## config.mk

```make
export PLATFORM = sky130hd
export DESIGN_NAME = interval_add_sub_directed_rounding_core
export DESIGN_NICKNAME = d
export VERILOG_FILES = /design/src/iasdr_pkg.sv /design/src/iasdr_fp_add.sv /design/src/interval_add_sub_directed_rounding_core.sv
export SDC_FILE = /design/constraint.sdc
export NUM_CORES = 2
export LEC_CHECK = 0
export ABC_CLOCK_PERIOD_IN_PS = 12740
export BUFFER_PORTS_ARGS = -buffer_cell sky130_fd_sc_hd__buf_2
export CORE_ASPECT_RATIO = 1.4
export CORE_MARGIN = 3
export CORE_UTILIZATION = 35
export DETAILED_ROUTE_END_ITERATION = 7
export GPL_TIMING_DRIVEN = 0
export PLACE_DENSITY = 0.51
export SLEW_MARGIN = 20
export SYNTH_ARGS = -nofsm -noshare
export SYNTH_HDL_FRONTEND = slang
export SYNTH_SLANG_ARGS = --single-unit
export TNS_END_PERCENT = 10
```

## constraint.sdc

```tcl
create_clock -name clock -period 12.74 [get_ports clock]
set_input_delay 0 -clock clock [delete_from_list [all_inputs] [get_ports clock]]
set_output_delay 0 -clock clock [all_outputs]
set_load 0.03 [all_outputs]
```

## src/iasdr_pkg.sv

```systemverilog
package iasdr_pkg;

   localparam int unsigned LatencyCycles = 4;

   localparam logic [63:0] SignBit    = 64'h8000_0000_0000_0000;
   localparam logic [63:0] QuietBit   = 64'h0008_0000_0000_0000;
   localparam logic [63:0] DefaultNan = 64'hFFF8_0000_0000_0000;
   localparam logic [63:0] MaxFinite  = 64'h7FEF_FFFF_FFFF_FFFF;
   localparam logic [63:0] InfBits    = 64'h7FF0_0000_0000_0000;

   localparam logic OpAdd = 1'b0;
   localparam logic OpSub = 1'b1;

   typedef struct packed {
      logic        operation;
      logic [63:0] a_low;
      logic [63:0] a_high;
      logic [63:0] b_low;
      logic [63:0] b_high;
   } req_word_type;

   typedef struct packed {
      logic [63:0] result_low;
      logic [63:0] result_high;
   } rsp_word_type;

endpackage

```

## src/iasdr_fp_add.sv

```systemverilog
module iasdr_fp_add (
   input  logic        clock,
   input  logic [63:0] x,
   input  logic [63:0] y,
   input  logic        neg_y,
   input  logic        down,
   output logic [63:0] z
);
   import iasdr_pkg::*;

   // Stage 1: unpack, special operands, magnitude ordering.
   logic        s1_spec_in, s1_spec_ff;
   logic [63:0] s1_val_in, s1_val_ff;
   logic        s1_sb_in, s1_sb_ff, s1_ss_in, s1_ss_ff, s1_down_ff;
   logic [10:0] s1_eb_in, s1_eb_ff, s1_d_in, s1_d_ff;
   logic [52:0] s1_mb_in, s1_mb_ff, s1_ms_in, s1_ms_ff;

   logic [63:0] y2;
   logic [10:0] exr, eyr, ex, ey;
   logic [52:0] mx, my;
   logic        nan_x, nan_y, inf_x, inf_y, x_big;

   always_comb begin
      y2    = y ^ (neg_y ? SignBit : 64'd0);
      exr   = x[62:52];
      eyr   = y[62:52];
      nan_x = (&exr) && (|x[51:0]);
      nan_y = (&eyr) && (|y[51:0]);
      inf_x = (&exr) && !(|x[51:0]);
      inf_y = (&eyr) && !(|y[51:0]);
      mx    = {exr != 11'd0, x[51:0]};
      my    = {eyr != 11'd0, y[51:0]};
      ex    = (exr == 11'd0) ? 11'd1 : exr;
      ey    = (eyr == 11'd0) ? 11'd1 : eyr;
      x_big = (ex > ey) || ((ex == ey) && (mx >= my));
      s1_spec_in = 1'b1;
      s1_val_in  = x;
      if (nan_x) begin
         s1_val_in = x | QuietBit;
      end else if (nan_y) begin
         s1_val_in = y | QuietBit;
      end else if (inf_x) begin
         s1_val_in = (inf_y && (x[63] != y2[63])) ? DefaultNan : x;
      end else if (inf_y) begin
         s1_val_in = y2;
      end else if (mx == 53'd0 && my == 53'd0) begin
         if (x[63] == y2[63]) begin
            s1_val_in = x;
         end else begin
            s1_val_in = down ? SignBit : 64'd0;
         end
      end else if (mx == 53'd0) begin
         s1_val_in = y2;
      end else if (my == 53'd0) begin
         s1_val_in = x;
      end else begin
         s1_spec_in = 1'b0;
      end
      if (x_big) begin
         s1_sb_in = x[63];
         s1_ss_in = y2[63];
         s1_eb_in = ex;
         s1_mb_in = mx;
         s1_ms_in = my;
         s1_d_in  = ex - ey;
      end else begin
         s1_sb_in = y2[63];
         s1_ss_in = x[63];
         s1_eb_in = ey;
         s1_mb_in = my;
         s1_ms_in = mx;
         s1_d_in  = ey - ex;
      end
   end

   always_ff @(posedge clock) begin
      s1_spec_ff <= s1_spec_in;
      s1_val_ff  <= s1_val_in;
      s1_sb_ff   <= s1_sb_in;
      s1_ss_ff   <= s1_ss_in;
      s1_eb_ff   <= s1_eb_in;
      s1_mb_ff   <= s1_mb_in;
      s1_ms_ff   <= s1_ms_in;
      s1_d_ff    <= s1_d_in;
      s1_down_ff <= down;
   end

   // Stage 2: alignment with sticky bit, then add or subtract.
   logic         s2_spec_in, s2_spec_ff, s2_s_ff, s2_down_ff;
   logic [63:0]  s2_val_in, s2_val_ff;
   logic [56:0]  s2_m_in, s2_m_ff;
   logic [10:0]  s2_e_ff;
   logic [5:0]   dd;
   logic [119:0] wide;
   logic [55:0]  al;

   always_comb begin
      dd   = (s1_d_ff > 11'd63) ? 6'd63 : s1_d_ff[5:0];
      wide = {s1_ms_ff, 3'b000, 64'd0} >> dd;
      al   = wide[119:64] | {55'd0, |wide[63:0]};
      if (s1_sb_ff == s1_ss_ff) begin
         s2_m_in = {1'b0, s1_mb_ff, 3'b000} + {1'b0, al};
      end else begin
         s2_m_in = {1'b0, s1_mb_ff, 3'b000} - {1'b0, al};
      end
      s2_spec_in = s1_spec_ff;
      s2_val_in  = s1_val_ff;
      if (!s1_spec_ff && s2_m_in == 57'd0) begin
         s2_spec_in = 1'b1;
         s2_val_in  = s1_down_ff ? SignBit : 64'd0;
      end
   end

   always_ff @(posedge clock) begin
      s2_spec_ff <= s2_spec_in;
      s2_val_ff  <= s2_val_in;
      s2_m_ff    <= s2_m_in;
      s2_e_ff    <= s1_eb_ff;
      s2_s_ff    <= s1_sb_ff;
      s2_down_ff <= s1_down_ff;
   end

   // Stage 3: carry-out correction and normalization.
   logic        s3_spec_ff, s3_s_ff, s3_down_ff;
   logic [63:0] s3_val_ff;
   logic [55:0] s3_m_in, s3_m_ff, m56;
   logic [11:0] s3_e_in, s3_e_ff, e2, lz, sh;

   always_comb begin
      if (s2_m_ff[56]) begin
         m56 = {s2_m_ff[56:2], s2_m_ff[1] | s2_m_ff[0]};
         e2  = {1'b0, s2_e_ff} + 12'd1;
      end else begin
         m56 = s2_m_ff[55:0];
         e2  = {1'b0, s2_e_ff};
      end
      lz = 12'd56;
      for (int i = 0; i < 56; i++) begin
         if (m56[i]) begin
            lz = 12'(55 - i);
         end
      end
      sh      = (lz < e2 - 12'd1) ? lz : e2 - 12'd1;
      s3_m_in = m56 << sh[5:0];
      s3_e_in = e2 - sh;
   end

   always_ff @(posedge clock) begin
      s3_spec_ff <= s2_spec_ff;
      s3_val_ff  <= s2_val_ff;
      s3_m_ff    <= s3_m_in;
      s3_e_ff    <= s3_e_in;
      s3_s_ff    <= s2_s_ff;
      s3_down_ff <= s2_down_ff;
   end

   // Stage 4: directed rounding and packing.
   logic [63:0] z_in, z_ff;
   logic [53:0] q;
   logic [11:0] e4;
   logic        away;

   always_comb begin
      away = s3_s_ff ? s3_down_ff : !s3_down_ff;
      q    = {1'b0, s3_m_ff[55:3]} + {53'd0, away && (|s3_m_ff[2:0])};
      e4   = s3_e_ff;
      if (q[53]) begin
         q  = q >> 1;
         e4 = e4 + 12'd1;
      end
      if (s3_spec_ff) begin
         z_in = s3_val_ff;
      end else if (e4 >= 12'd2047) begin
         z_in = {s3_s_ff, 63'd0} | (away ? InfBits : MaxFinite);
      end else if (!q[52]) begin
         z_in = {s3_s_ff, 10'd0, q[52:0]};
      end else begin
         z_in = {s3_s_ff, e4[10:0], q[51:0]};
      end
   end

   always_ff @(posedge clock) begin
      z_ff <= z_in;
   end

   assign z = z_ff;

endmodule

```

## src/interval_add_sub_directed_rounding_core.sv

```systemverilog
// rsp_valid follows an accepted start through a valid shift register beside the adder stages.
// Throughput: one word per cycle; busy is always low, each bound has its own
// four-stage adder pipeline.
// Reset (synchronous, active high) clears the valid pipeline only.
// The receiver cannot stall, so results are never held back.
module interval_add_sub_directed_rounding_core (
   input  logic                   clock,
   input  logic                   reset,
   input  logic                   start,
   output logic                   busy,
   input  iasdr_pkg::req_word_type req_word,
   output logic                   rsp_valid,
   output iasdr_pkg::rsp_word_type rsp_word
);
   import iasdr_pkg::*;

   logic [LatencyCycles-1:0] valid_in, valid_ff;
   logic [63:0] lo_y, hi_y;
   logic        sub;

   assign busy = 1'b0;
   assign sub  = (req_word.operation == OpSub);
   assign lo_y = sub ? req_word.b_high : req_word.b_low;
   assign hi_y = sub ? req_word.b_low : req_word.b_high;

   iasdr_fp_add u_low (
      .clock (clock),
      .x     (req_word.a_low),
      .y     (lo_y),
      .neg_y (sub),
      .down  (1'b1),
      .z     (rsp_word.result_low)
   );

   iasdr_fp_add u_high (
      .clock (clock),
      .x     (req_word.a_high),
      .y     (hi_y),
      .neg_y (sub),
      .down  (1'b0),
      .z     (rsp_word.result_high)
   );

   assign valid_in = {valid_ff[LatencyCycles-2:0], start && !busy};

   always_ff @(posedge clock) begin
      if (reset) begin
         valid_ff <= '0;
      end else begin
         valid_ff <= valid_in;
      end
   end

   assign rsp_valid = valid_ff[LatencyCycles-1];

   a_latency : assert property (@(posedge clock) disable iff (reset)
      (start && !busy) |-> ##4 rsp_valid)
      else $error("accepted word did not produce a result after four cycles");

   a_low_nan_quiet : assert property (@(posedge clock) disable iff (reset)
      (rsp_valid && (&rsp_word.result_low[62:52]) && (|rsp_word.result_low[51:0]))
      |-> rsp_word.result_low[51])
      else $error("lower bound NaN is not quiet");

   a_high_nan_quiet : assert property (@(posedge clock) disable iff (reset)
      (rsp_valid && (&rsp_word.result_high[62:52]) && (|rsp_word.result_high[51:0]))
      |-> rsp_word.result_high[51])
      else $error("upper bound NaN is not quiet");

endmodule
```

==> results.tsv <==
metric	value	unit
hp-class	in2reg	
worst_pin_slew	1.33	ns
crit_path_start_kind	flop	
slowest_stage	clkbuf_1	
fin_nets	11400	
dr.pass1.iters	7	
die_w	398	microns
yosysUniqueCellTypes	101	
use_met1	48.7	%
leakage	36.9	nW
antenna_found_initial	53	
core-area	213000	sq um
p_per_area	198	nW/um^2
busiest_layer	met2	
place.detailed.hpwl	364000	microns
final_cell_mix	dfxtp_1 (1058), nor2_1 (915), a21oi_1 (861)	
grt_pass1_vias	82000	
grt_overflow	0	
row_count	200	
root_buffer	clkbuf_16	
min_to	valid_ff[0]	
critical_path_required	13.23	ns
finalNonFillerCells	13700	
drv_slew	0	
grtUsageMet2	59.6	%
syn_inst	9866	
reg2reg_slack	0.29	ns
layout_commonest_cell	dfxtp_1	
track_usage	38.9	%
fin_crit_sh	97.7	%
drc	0	
slew_headroom	8.65	%
ys_ff_latch	1058	
postRouteAntennaNets	0	
dp.cells	13100	
gp_congestion	1.04	
crit_type	reg2reg	
synthArstFlopShare	0	%
fmax	80.3	MHz
die-height	554	microns
io_buffers	387	
avgRoutedWirePerCell	32.9	microns
finalHoldViolCount	0	
cts_num_sinks	1058	
yosysSeqAreaShare	28.2	%
ff2ff_path_depth	29	
cts_made_buffers	103	
drive_gt1_share	8.44	%
cts_tree	yes	
r2r-end	u_low.s2_val_ff[23]	
postLayoutCellArea	88800	sq um
dpl_cell_area	80900	sq um
hold_depth	3	
critPathMaxFanout	10	
ios	390	
fillers	22000	
gr-usage-met3	9.48	%
total_power	17.6	mW
cts.clk_slew.worst_paths	0.06	ns
finClkSkew	0.0439	ns
critPathCaptureType	flop	
clockBufferDepth	3	
rsz0062_at_grt	true	
syn_area	75100	sq um
synth-edff-count	0	
clk_latency	0.74	ns
synth_ff_type	dfxtp_1	
syn_avg_cell_area	7.62	sq um
via_per_inst	6.24	
multi_input_area	49700	sq um
cp.arrival	12.94	ns
regToRegStartpoint	u_low.s1_d_ff[0]	
htree_levels	3	
drtIter0Drc	11200	
synth_warnings	0	
via_count	85600	
cp-startpoint	u_low.s1_d_ff[0]	
setup-violations-final	0	
layout.area.seq	21200	sq um
synth_top_cell_by_area	dfxtp_1	
area_growth	18.2	%
start_util	35.3	%
grt_pass1_wl	621000	microns
grt_max_degree	18	
yosysTopAreaCellShare	28.2	%
dieArea	220000	sq um
ir_drop	0.115	mV
critPathMaxStageDelay	0.75	ns
routed_wl	451000	microns
status	complete, no violations	
post-cts-setup-buffers	0	
drv_cap	0	
min-delay-start	start	
period_needed	12.45	ns
ys_top_cells_by_area	dfxtp_1 (28%), mux2i_1 (7.3%), ha_1 (6.5%)	
==> cell usage after synthesis, types with 26 or more instances <==
master / n
a211o_1: 34
a211oi_1: 139
a21boi_0: 69
a21o_1: 101
a21oi_1: 861
a221o_1: 26
a221oi_1: 45
a22o_1: 30
a22oi_1: 110
a31oi_1: 83
a32oi_1: 37
and2_1: 73
and3_1: 72
buf_1: 83
buf_2: 48
clkbuf_1: 535
dfxtp_1: 1058
ha_1: 393
inv_1: 515
mux2_2: 96
mux2i_1: 545
mux4_2: 26
nand2_1: 853
nand2b_1: 110
nand3_1: 261
nand4_1: 136
nor2_1: 917
nor2b_1: 184
nor3_1: 252
nor4_1: 124
o211ai_1: 112
o21a_1: 48
o21ai_0: 756
o21bai_1: 77
o221ai_1: 53
o22ai_1: 103
o31ai_1: 36
o41ai_1: 31
or2_2: 47
or3_1: 54
or4_1: 38
xnor2_1: 182
xor2_1: 107
==> worst max path at each step <==
| stage | cells after the start | end |
|---|---|---|
| 2_1_floorplan | 34 | u_high.s2_val_ff[14] |
| 3_3_place_gp | 29 | u_low.s2_val_ff[32] |
| 3_5_place_dp | 29 | u_low.s2_val_ff[32] |
| 4_1_cts | 28 | u_low.s2_val_ff[32] |
| 5_1_grt | 29 | u_low.s2_val_ff[32] |
| 6_report | 29 | u_low.s2_val_ff[23] |
==> per-stage QoR <==
step / setup slack [ns] / hold WS (ns) / utilization (%) / setup TNS (ns)
2_1_floorplan: 4.82 / 0.0716 / - / 0
3_3_place_gp: -0.575 / 0.214 / 37.9 / -18.37
3_5_place_dp: -0.0672 / 0.230 / 38.0 / -0.0763
4_1_cts: 0.00243 / 0.00109 / 41.7 / 0
5_1_grt: -0.0389 / 0.0422 / 41.7 / -0.0389
6_report: 0.287 / 0.0602 / 41.7 / 0
==> critical path, delay by kind of cell (launching register included) <==
kind | cells | cell delay (ns)
multiplexers | 1 | 0.39
flip-flops | 1 | 0.35
adder cells (fa/ha/maj) | 1 | 0.41
buffers and inverters | 6 | 3.09
AO/OA/AOI/OAI | 15 | 5.38
AND/OR/NAND/NOR | 5 | 2.30
XOR/XNOR | 1 | 0.23
==> final cells by class <==
| cell class | instances | area share (%) |
|---|---|---|
| clock inverters | 53 | 0.776 |
| multi-input cells | 7614 | 55.9 |
| diodes | 21 | 0.0592 |
| well taps | 2828 | 3.99 |
| repair buffers | 810 | 6.92 |
| plain buffers | 670 | 2.95 |
| inverters | 525 | 2.22 |
| flip-flops and latches | 1058 | 23.9 |
| clock buffers | 139 | 3.29 |
==> routing by layer <==
metal,up-vias,part of all wire (%),wire length [microns]
met3,1473,9.9,44700
met1,41100,40,179000
li1,37500,-,-
met4,25,7.9,35800
met5,-,0.041,186
met2,5538,42,191000
==> state kept, by name, summed over array words and instances (netlist names), 12 cells and up <==
| signal | count |
|---|---|
| u_high.s1_mb_ff | 53 |
| u_high.s1_ms_ff | 53 |
| u_high.s1_val_ff | 64 |
| u_high.s2_m_ff | 57 |
| u_high.s2_val_ff | 64 |
| u_high.s3_e_ff | 12 |
| u_high.s3_m_ff | 56 |
| u_high.s3_val_ff | 64 |
| u_high.z | 64 |
| u_low.s1_mb_ff | 53 |
| u_low.s1_ms_ff | 53 |
| u_low.s1_val_ff | 64 |
| u_low.s2_m_ff | 57 |
| u_low.s2_val_ff | 64 |
| u_low.s3_e_ff | 12 |
| u_low.s3_m_ff | 56 |
| u_low.s3_val_ff | 64 |
| u_low.z | 64 |
==> logic make-up (layout without fill, tap and decap cells) <==
family | Yosys count | in the layout | synth area share (%)
flip-flops | 1058 | 1058 | 28.2
buffers and inverters | 1195 | 2197 | 6.06
XOR/XNOR | 289 | 289 | 3.37
AND/OR/NAND/NOR | 3220 | 3220 | 20.4
AO/OA/AOI/OAI | 3031 | 3031 | 25.7
adder cells (fa/ha/maj) | 404 | 404 | 6.80
other | 2 | 24 | 0.0100
multiplexers | 667 | 667 | 9.48
==> power breakdown <==
group | internal [mW] | total (mW) | leakage [nW] | switching (mW)
Clock | 1.80 | 3.23 | 1.75 | 1.42
Sequential | 4.13 | 5.04 | 8.92 | 0.910
Combinational | 2.89 | 9.29 | 26.2 | 6.40
==> what timing repair did <==
item | 4_1_cts | 5_1_grt
hold buffers | 411 | 0
hold endpoints to repair | 376 | 0
resized for setup | 1 | 24
setup endpoints to repair | 2 | 130
cloned | 0 | 0
(Power assumes the default switching activity.)
